File: src/hw/rtl/ecmc_sqrt.sv
`timescale 1ns / 1ps
// ----------------------------------------------------------------------------
// ecmc_sqrt: iterative integer square root
// Restoring square root of a 64-bit value, one result bit per cycle.
// ----------------------------------------------------------------------------
module ecmc_sqrt (
    input  logic        clk,
    input  logic        rst_n,
    input  logic        start,
    input  logic [63:0] radicand,
    output logic        done,
    output logic [31:0] root
);
    logic [63:0] rem_reg, rem_next;
    logic [31:0] res_reg, res_next;
    logic [63:0] rad_reg, rad_next;
    logic [5:0]  cnt_reg, cnt_next;
    logic        busy_reg, busy_next;
    logic        done_reg, done_next;
    logic [65:0] trial;
    logic [65:0] rem_sh;

    always_comb
    begin
        rem_next  = rem_reg;
        res_next  = res_reg;
        rad_next  = rad_reg;
        cnt_next  = cnt_reg;
        busy_next = busy_reg;
        done_next = 1'b0;
        rem_sh = {rem_reg, rad_reg[63:62]};
        trial  = {32'd0, res_reg, 2'b01};
        if (start)
        begin
            rem_next  = '0;
            res_next  = '0;
            rad_next  = radicand;
            cnt_next  = '0;
            busy_next = 1'b1;
        end
        else if (busy_reg)
        begin
            rad_next = {rad_reg[61:0], 2'b00};
            if (rem_sh >= trial)
            begin
                rem_next = 64'(rem_sh - trial);
                res_next = {res_reg[30:0], 1'b1};
            end
            else
            begin
                rem_next = rem_sh[63:0];
                res_next = {res_reg[30:0], 1'b0};
            end
            cnt_next = 6'(cnt_reg + 6'd1);
            if (cnt_reg == 6'd31)
            begin
                busy_next = 1'b0;
                done_next = 1'b1;
            end
        end
    end

    always_ff @(posedge clk or negedge rst_n)
    begin
        if (!rst_n)
        begin
            busy_reg <= 1'b0;
            done_reg <= 1'b0;
            cnt_reg  <= '0;
        end
        else
        begin
            busy_reg <= busy_next;
            done_reg <= done_next;
            cnt_reg  <= cnt_next;
        end
    end

    always_ff @(posedge clk)
    begin
        rem_reg <= rem_next;
        res_reg <= res_next;
        rad_reg <= rad_next;
    end

    assign done = done_reg;
    assign root = res_reg;
endmodule
File: config.mk
export PLATFORM = sky130hd
export DESIGN_NAME = ecmc_sqrt
export DESIGN_NICKNAME = d
export VERILOG_FILES = /design/src/hw/rtl/ecmc_sqrt.sv
export SDC_FILE = /design/constraint.sdc
export NUM_CORES = 1
export LEC_CHECK = 0
export BUFFER_PORTS_ARGS = -buffer_cell sky130_fd_sc_hd__buf_2
export CORE_MARGIN = 4
export CORE_UTILIZATION = 40
export DETAILED_ROUTE_END_ITERATION = 16
export GPL_TIMING_DRIVEN = 1
export RECOVER_POWER = 50
export SLEW_MARGIN = 40
export SYNTH_ARGS = -nofsm -noshare
export SYNTH_HDL_FRONTEND = slang
export SYNTH_SLANG_ARGS = --single-unit
File: constraint.sdc
create_clock -name clk -period 4.23 [get_ports clk]
set_clock_uncertainty 0.05 [all_clocks]
set_input_delay 0.423 -clock clk [delete_from_list [all_inputs] [get_ports clk]]
set_output_delay 0.423 -clock clk [all_outputs]
set_load 0.05 [all_outputs]
After elaboration in Yosys (flattened, before gate mapping) --
Cells that the tools add are included.
Word-level totals: output and inout bits 33, register bits 168
Cells by class: multiplexer cells 12, reductions and logical operators 1, add/subtract/negate cells 2, equality and inequality tests 1, magnitude comparators 1
Operator list (number):
- 64-bit 2-to-1 mux | 3
- 66-bit by 34-bit greater-or-equal comparator with 1-bit output | 1
- 64-bit by 34-bit subtractor with 64-bit output | 1
- 6-bit 2-to-1 mux | 2
- 1-bit 2-to-1 mux | 7
- 6-bit by 1-bit adder with 6-bit output, second input constant | 1
- 6-bit by 5-bit == test with 1-bit output, second input constant | 1
- 2-bit nonzero test | 1

Logic depth before layout (Yosys ltp) --
Gate-level depths: netlist (run 1).
word-level depth 4, depth in mapped cells 13, gate-level depth less buffers 11

Worst setup path before layout (run 1) --
No wires, ideal clock.
path kind register to register, from register res_reg[9] (netlist: root[9]), to register rem_reg[11], cell stages (with the launch flop) 13, buffers on the path 2, period minus slack after synthesis 3.517 ns, arrival 3.379 ns, slack 0.713 ns, cell sequence dfxtp_1 inv_1 ha_1 a21oi_1 o22a_1 o21ai_1 or4_1 a41o_1 a211oi_4 buf_6 buf_4 nand2_1 a311oi_2
Between the ends: word-level cells in the longest chain between the ends 2, elaborated cells between the ends (all ways) 3, classes of those cells add/sub (1); order compare (1); mux (1)
RTL lines:
- from (decl) | line 15 | logic [31:0] res_reg, res_next;
- from (signal assigned) | line 82 | res_reg <= res_next;
- 64-bit by 34-bit subtractor with 64-bit output / 66-bit by 34-bit greater-or-equal comparator with 1-bit output (equally long branches) | line 46, 44
- 64-bit 2-to-1 mux (*) | line 44 | if (rem_sh >= trial)
- to (signal assigned) | line 81 | rem_reg <= rem_next;
- to (decl) | line 14 | logic [63:0] rem_reg, rem_next;
Every way passes the cells marked *; elsewhere a longest branch is shown, timed or not. A chain may end at the register's enable or synchronous reset.

Final worst setup path (run 1) --
from input start, to register rad_reg[42] (data pin)
Between the ends: word-level cells in the longest chain between the ends 1
RTL lines:
- from (decl) | line 9 | input logic start,
- 64-bit 2-to-1 mux | line 33 | if (start)
- net rad_next[42] | line 16 | logic [63:0] rad_reg, rad_next;
- to (signal assigned) | line 83 | rad_reg <= rad_next;
- to (decl) | line 16
The timed path passes the listed nets, and every way through them passes these cells.

==> metrics, run 1 <==
outcome=finished with violations; failing checks=capacitance limit, slew limit; Synth top area share=20.5%; Syn Std Cell Area=0.00940 mm2; initial antenna violation count=2; global route overflow=0; CP Cell Sequence=clkbuf_1 -> clkbuf_4 -> mux2_2; fraction of registers with async set/reset=4.76%; Leak Pwr=4.41 nW; fin. max-slew vios=45; Max Clock Freq=271 MHz; largest net degree at the start of global routing=110; die area=0.0260 mm2; Post-synth EDFFs=64; Remaining DRCs=0; leading cell type in the layout, fill and taps excluded=nor2_1; Layout area overhead=14.0%; Routed WL=21.5 mm; most frequent cells in the layout=nor2_1 (115), nand2_1 (106), dfxtp_1 (96); syn_area_per_cell=9.51 um2; critical path launch point=start; Post-CTS Resized=0; Pre-antenna DRT Iters=5; Ys Warns=0; worst-case hold slack=221 ps; die height=161 um; dominant synthesized flop cell=dfxtp_1; period utilisation layout=87.1%; highest metal used=met5; Synth Register Bits=168; setup TNS=0 ps; unrepaired setup endpoints after global routing=no; Netlist cell types=74; Post-Synthesis Cells=988; vias in the first global route=7253; # H-tree levels=4; post-synth top area cell=dfxtp_1; CTS root buf=clkbuf_16; n_diodes=0; syn nets=1090; Period minus WS final=3690 ps; Hold/Removal Path Class=input pin to flip-flop; startpoint class of the critical path=input pin; buffer count from post-CTS setup fixing=0; WL/cell=15.6 um; reg-to-reg startpoint=root[15]; # nets final=1161; crit path buf inv count=2; Final Cell Area=0.0107 mm2; Seq/Total Area, Yosys=43.0%; hold path depth=2; largest stage delay on the critical path=1560 ps; CTS Buffer Depth=2; Clock Latency Late Sink=430 ps; CP delay by family, top=buffers and inverters; vias post-DR=7447; setup violators final=0; CP max-delay cell=clkbuf_1; max cap viols=1; post-route ant nets=0; All-Layer GR Usage=16.8%; critical path type=input pin to flip-flop; clk slew on worst S/H paths=70 ps; share of cells above drive strength 1=17.4%; CTS sink count=168; dpl cell area=0.0102 mm2; Die Width=161 um; total CTS buffers=17; slew margin rel.=-48.8%; gpl congestion=0.868; Worst path depth=3; CTS tree=yes; hold_sp=radicand[0]; Power Density=716 mW/mm2; worst reg2reg path depth=11; crit path max fanout=109; Tightest Pin Transition=2230 ps; worst IR drop on VDD=0.292 mV; first-pass GRT wire length=36.6 mm; met2 WL post-DR=9.20 mm; Final Hold Viols=0; vias per cell=5.38; Worst Path Arrival=3820 ps; M1 WL=10.7 mm; routed wl met3=1.40 mm; Ports=100; CP required=4360 ps; CP Capture Type=flip-flop; Initial Util=41.1%; core area=0.0228 mm2; input/output buffers=99; FP Rows=55; HPWL Detailed=14.9 mm; Iter 0 DRT Violations=483; top cells by area, synth=dfxtp_1 (20%), edfxtp_1 (20%), mux2_2 (7.4%)
-- cells by family after synthesis --
family / after synthesis / synth area share [%]
simple gates: 331 / 16.3
compound gates: 203 / 15.8
flops: 168 / 43.0
buf+inv: 104 / 4.37
mux: 95 / 10.9
xor+xnor: 52 / 4.85
fa+ha+maj: 35 / 4.66
-- through the flow --
stage / instances / total power, mW / util [%] / setup WS (ps)
after floorplan: 988 / 5.24 / - / 713
after detailed placement: 1352 / 6.06 / 44.5 / 585
after CTS: 1385 / 7.70 / 47.1 / 586
after global routing: 1385 / 8.29 / 46.9 / 272
final: 1385 / 7.67 / 46.9 / 545
after global placement: 1352 / 6.05 / 44.5 / 717
-- power by group --
part | leakage (nW) | total, mW | switching [mW] | internal [mW]
Combinational | 2.54 | 3.77 | 2.15 | 1.61
Clock | 0.296 | 1.61 | 0.759 | 0.850
Sequential | 1.57 | 2.30 | 0.286 | 2.01
-- repair_timing --
action                                  in CTS  in global routing
endpoints found under the setup margin       0                  0
hold endpoints to repair                     8                  0
hold buffers                                 1                  0
-- routing by layer --
layer  GRT usage, %  vias to the layer above
met1           24.1                     3481
li1               -                     3749
met5              0                        -
met4           3.96                        4
met3           4.82                       21
met2           25.0                      192
-- final timing paths --
check,slack (ps),endpoint
min in group asynchronous,410,cnt_reg[5]
worst max-delay path,540,rad_reg[42]
max in group asynchronous,3390,busy_reg
worst min register to register,430,rem_reg[63]
worst min-delay path,220,rad_reg[0]
worst max register to register,560,rem_reg[59]
-- cell type report --
| cell class | count | area [um2] |
|---|---|---|
| Clock buffer | 17 | 425 |
| Clock inverter | 15 | 173 |
| Fill cell | 2244 | 12100 |
| Inverter | 45 | 170 |
| Multi-Input combinational cell | 716 | 4950 |
| Sequential cell | 168 | 4050 |
| Tap cell | 313 | 392 |
| Timing Repair Buffer | 111 | 561 |
-- synth_stat cells (3+ instances only) --
cell	n
nor2_1	115
or3_1	5
mux2_2	62
clkbuf_1	47
o31ai_1	8
a21boi_0	4
o22ai_1	3
buf_1	3
nand3b_1	4
buf_2	6
o211a_1	4
nand2b_1	6
o21ai_0	23
o2111ai_1	3
or4_1	8
nand4_1	19
nor2b_1	4
mux2i_1	33
nor3_1	17
xor2_1	27
a32oi_1	6
a21o_1	17
o21bai_1	7
o21a_1	6
nand2_1	106
dfxtp_1	96
ha_1	35
nor4_1	13
a311oi_2	5
a21oi_1	41
dfrtp_1	8
a311oi_1	19
nand3_1	15
edfxtp_1	64
a211oi_1	22
xnor2_1	25
o211ai_1	9
inv_1	45
and2_1	6
Note: power is estimated with default switching activity, not from simulation.
==> run 2: changes to the inputs <==
CORE_UTILIZATION = 60   (was 40)
PLACE_DENSITY = 0.81   (was not set)
==> run 2 against run 1 <==
The run still ends with capacitance limit, slew limit left; power decreased by 0.67%; sequential power about the same; wire length decreased by 0.59%; sequential share of layout area increased by 0.54 points; sequential cell count unchanged.
==> metrics, run 2 (synthesized netlist as in run 1, its figures left out) <==
outcome=finished with violations; failing checks=capacitance limit, slew limit; period utilisation layout=89.3% (+2.2 points); M1 WL=9.67 mm (-9.6%); leading cell type in the layout, fill and taps excluded=nor2_1; Max Clock Freq=265 MHz (-2.4%); Register Area=0.00404 mm2 (about the same); max cap viols=2 (+1); critical path type=flip-flop to flip-flop; FF-to-FF End=rem_reg[35]; CTS sink count=168 (unchanged); FP Rows=45 (-18%); post-route ant nets=0 (unchanged); routed wl met3=1.56 mm (+11%); Tightest Pin Transition=1820 ps (-410 ps); met2 WL post-DR=9.78 mm (+6.3%); footprint of the multi-input gates=0.00495 mm2 (about the same); Period minus WS final=3780 ps (+91.4 ps); Internal=4.46 mW (-0.26%); worst-case hold slack=225 ps (+3.84 ps); Iter 0 DRT Violations=553 (+14%); Remaining DRCs=0 (unchanged); vias in the first global route=7308 (+0.76%); hold path depth=2 (unchanged); fin. max-slew vios=125 (+180%); unrepaired setup endpoints after global routing=no; CP Capture Type=flip-flop; Ports=100 (unchanged); CTS root buf=clkbuf_16; gpl congestion=0.908 (+4.6%); core area=0.0153 mm2 (-33%); Die Width=133 um (-17%); setup TNS=0 ps (unchanged); die area=0.0177 mm2 (-32%); Hold/Removal Path Class=input pin to flip-flop; switching power=3.16 mW (-1.3%); # nets final=1160 (-0.086%); clk slew on worst S/H paths=70 ps (about the same); Worst Path Arrival=4040 ps (+220 ps); first-pass GRT wire length=35.4 mm (-3.2%); Post-CTS Resized=0 (unchanged); CTS tree=yes; worst reg2reg path depth=11 (unchanged); share of cells above drive strength 1=17.3% (-0.17 points); Reg2Reg Setup Slack=450 ps (-110 ps); Reg power frac=30.3% (+0.4 points); startpoint class of the critical path=flip-flop; Pre-antenna DRT Iters=5 (unchanged); CTS Buffer Depth=2 (unchanged); hold_sp=radicand[1]; Leak Pwr=4.38 nW (-0.71%); worst IR drop on VDD=0.459 mV (+57%); All-Layer GR Usage=24.0% (+7.3 points); highest metal used=met4; # H-tree levels=4 (unchanged); total CTS buffers=17 (unchanged); crit path max fanout=51 (-53%); initial antenna violation count=0 (-2); Sw Share=41.5% (-0.25 points); vias post-DR=7595 (+2.0%); global route overflow=0 (unchanged); setup ws final=453 ps (-91.4 ps); Initial Util=61.6% (+20 points); die height=133 um (-17%); combinational share of power=49.4% (+0.3 points); vias per cell=5.92 (+10%); reg-to-reg startpoint=root[15]; n_diodes=0 (unchanged); Layout fillers=1190 (-47%); Clock Latency Late Sink=430 ps (about the same); input/output buffers=99 (unchanged); Clock power frac=20.3% (-0.7 points); buffer count from post-CTS setup fixing=0 (unchanged); HPWL Detailed=14.3 mm (-4.6%); Layout area overhead=12.3%; largest net degree at the start of global routing=92 (-16%); most frequent cells in the layout=nor2_1 (115), nand2_1 (106), dfxtp_1 (96); setup violators final=0 (unchanged); slew margin rel.=-21.5% (+27 points); Routed WL=21.4 mm (-0.59%); Power Density=722 mW/mm2 (+0.83%); Final Hold Viols=0 (unchanged); WL/cell=16.7 um (+7.4%); CP required=4490 ps (+130 ps); Place WS=525 ps (-60.3 ps); hold path endpoint=rad_reg[1]
run 2: final cells by class:
type	instances	area share [%]
Multi-Input combinational cell	716	46.9
Tap cell	211	2.50
Timing Repair Buffer	110	5.10
Clock buffer	18	4.07
Sequential cell	168	38.3
Clock inverter	14	1.53
Inverter	45	1.60
run 2: stage by stage:
step	instances	power, mW	instance area [um2]	utilization (%)
floorplan	988	5.24	9400	-
global placement	1249	5.92	10000	65.5
detailed placement	1249	5.99	10000	65.6
CTS	1282	7.59	10600	69.5
global route	1282	8.16	10600	69.2
finish	1282	7.62	10600	69.2
run 2: power by group through the flow:
| stage | logic [mW] | registers, mW | clock network (mW) |
|---|---|---|---|
| 5_1_grt | 4.17 | 2.34 | 1.64 |
| 3_3_place_gp | 3.61 | 2.31 | 0 |
| 2_1_floorplan | 2.99 | 2.25 | 0 |
| 3_5_place_dp | 3.67 | 2.32 | 0 |
| 4_1_cts | 3.72 | 2.30 | 1.57 |
| 6_report | 3.77 | 2.31 | 1.55 |
run 2: repair_timing:
item / 4_1_cts / 5_1_grt
setup endpoints to repair: 0 / 0
hold buffers: 1 / 0
endpoints found under the hold margin: 8 / 0
run 2: worst max-delay path by stage:
| stage | end | from | slack (ps) | depth (start not counted) |
|---|---|---|---|---|
| after CTS | rem_reg[35] | root[9] | 510 | 12 |
| after floorplan | rem_reg[11] | root[9] | 710 | 12 |
| final | rem_reg[35] | root[15] | 450 | 11 |
| after detailed placement | rem_reg[35] | root[15] | 520 | 11 |
| after global placement | rem_reg[35] | root[9] | 630 | 12 |
| after global routing | rem_reg[43] | root[11] | 130 | 12 |
run 2: routing by layer:
layer	track usage, %	vias to the layer above
met1	32.2	3587
met3	7.25	36
met2	38.2	243
met4	6.69	0
met5	0	-
li1	-	3729
run 2: critical path: stages, from the launching register on:
cell	delay, ps
dfxtp_1	360
inv_1	50
ha_1	360
a21oi_1	420
o21ai_1	110
or4_1	590
a41o_1	370
a211oi_4	310
buf_4	510
nor4_1	140
xnor2_1	150
a211oi_1	220
==> run 3: changes to the inputs <==
RECOVER_POWER = 100   (was 50)
==> run 3 against run 2 <==
Highest routed layer unchanged; critical path depth did not move; register-to-register slack barely moved; non-clock buffer count did not move; final cell count did not move; sequential cell count did not move; largest power group unchanged; largest cell class unchanged; sequential share of layout area rose by 0.059 points; the run still ends with capacitance limit, slew limit left; first-iteration DRC count fell by 4.3%.
==> metrics, run 3 (synthesized netlist as in run 1, its figures left out) <==
outcome=finished with violations; unrepaired setup endpoints after global routing=no; FP Rows=45 (unchanged); Iter 0 DRT Violations=529 (-4.3%); Remaining DRCs=0 (unchanged); most frequent CP cell=a211oi_1; global route overflow=0 (unchanged); clk slew on worst S/H paths=70 ps (about the same); critical path type=flip-flop to flip-flop; hold path endpoint=rad_reg[1]; largest net degree at the start of global routing=92 (unchanged); hold_sp=radicand[1]; first-pass GRT wire length=35.4 mm (unchanged); largest stage delay on the critical path=590 ps (about the same); slew margin rel.=-21.8% (-0.34 points); Routed WL=21.3 mm (-0.32%); core area=0.0153 mm2 (unchanged); # H-tree levels=4 (unchanged); Hold/Removal Path Class=input pin to flip-flop; Tot Pwr=7.60 mW (-0.20%); Layout fillers=1193 (+0.25%); total CTS buffers=17 (unchanged); CP required=4500 ps (about the same); CTS tree=yes; Pre-antenna DRT Iters=8 (+3); footprint of the multi-input gates=0.00494 mm2 (-0.25%); fin util=69.1% (-0.11 points); CP Cell Sequence=inv_1 -> ha_1 -> a21oi_1 -> o21ai_0 -> or4_1 -> a41o_1 -> a211oi_4 -> buf_4 -> a211oi_1 -> xnor2_1 -> a211oi_1; CP Capture Type=flip-flop; Place WS=525 ps (unchanged); worst reg2reg path depth=11 (unchanged); HPWL Detailed=14.3 mm (unchanged); Worst Path Arrival=4040 ps (about the same); Layout area overhead=12.1%; setup TNS=0 ps (unchanged); post-route ant nets=0 (unchanged); Ports=100 (unchanged); cts hold-fix bufs=1 (unchanged); Die Width=133 um (unchanged); critical path launch point=root[15]; die area=0.0177 mm2 (unchanged); Post-CTS Resized=0 (unchanged); WL/cell=16.7 um (-0.32%); share of cells above drive strength 1=16.9% (-0.37 points); vias post-DR=7652 (+0.75%); vias in the first global route=7308 (unchanged); most frequent cells in the layout=nor2_1 (115), nand2_1 (106), dfxtp_1 (96); startpoint class of the critical path=flip-flop; vias per cell=5.97 (+0.75%); Register Area=0.00404 mm2 (unchanged); input/output buffers=99 (unchanged); gpl congestion=0.908 (unchanged); max cap viols=2 (unchanged); hold path depth=2 (unchanged); initial antenna violation count=0 (unchanged); # nets final=1160 (unchanged); CTS sink count=168 (unchanged); Clock Latency Late Sink=430 ps (about the same); Initial Util=61.6% (unchanged); FF-to-FF End=rem_reg[57]; crit path max fanout=51 (unchanged); Final Hold Viols=0 (unchanged); Power Density=722 mW/mm2 (about the same); worst IR drop on VDD=0.458 mV (-0.19%); CTS root buf=clkbuf_16; fin. max-slew vios=125 (unchanged); reg-to-reg startpoint=root[15]; failing checks=capacitance limit, slew limit; n_diodes=0 (unchanged); Max Clock Freq=265 MHz (about the same); CTS Buffer Depth=2 (unchanged); Leak Pwr=4.37 nW (-0.13%); Reg2Reg Setup Slack=460 ps (about the same); CP max-delay cell=or4_1; crit path buf inv count=2 (unchanged); leading cell type in the layout, fill and taps excluded=nor2_1; setup ws final=455 ps (+2.24 ps); buffer count from post-CTS setup fixing=0 (unchanged); Tightest Pin Transition=1830 ps (+5.15 ps); All-Layer GR Usage=24.0% (unchanged); Period minus WS final=3770 ps (-2.24 ps); CP delay by family, top=compound AO/OA/AOI/OAI gates; setup violators final=0 (unchanged); period utilisation layout=89.2% (about the same); die height=133 um (unchanged)
[run 3: cell types whose count changed in the layout (fill, tap and decap cells not counted), sizes merged]
cell,change
clkinv,+1
buf,-2
clkbuf,+2
inv,-1
[run 3: layer usage]
layer,GRT usage [%],share of wire [%],vias up
li1,-,-,3730
met1,32.2,45,3624
met2,38.2,45,254
met3,7.25,7.7,44
met4,6.69,2.1,0
met5,0,0,-
[run 3: worst max path at each step]
stage                  end  slack (ps)  cells past startpoint
2_1_floorplan  rem_reg[11]         710                     12
3_3_place_gp   rem_reg[35]         630                     12
3_5_place_dp   rem_reg[35]         520                     11
4_1_cts        rem_reg[35]         510                     12
5_1_grt        rem_reg[43]         130                     12
6_report       rem_reg[57]         460                     11
[run 3: report_power, final]
part           total [mW]  switching, mW  internal, mW
clock                1.55          0.716         0.838
combinational        3.74           2.14          1.60
sequential           2.31          0.297          2.01
[run 3: cell type report]
class	instances	area share [%]
multi-input cells	716	46.8
flip-flops and latches	168	38.4
repair buffers	110	5.07
clock buffers	18	4.07
well taps	211	2.51
inverters	45	1.60
clock inverters	14	1.53
[run 3: metrics by stage]
stage	instances	instance area [um2]	hold WS [ps]
finish	1282	10500	224
global route	1282	10500	220
CTS	1282	10600	209
detailed placement	1249	10000	230
global placement	1249	10000	232
floorplan	988	9400	77.4
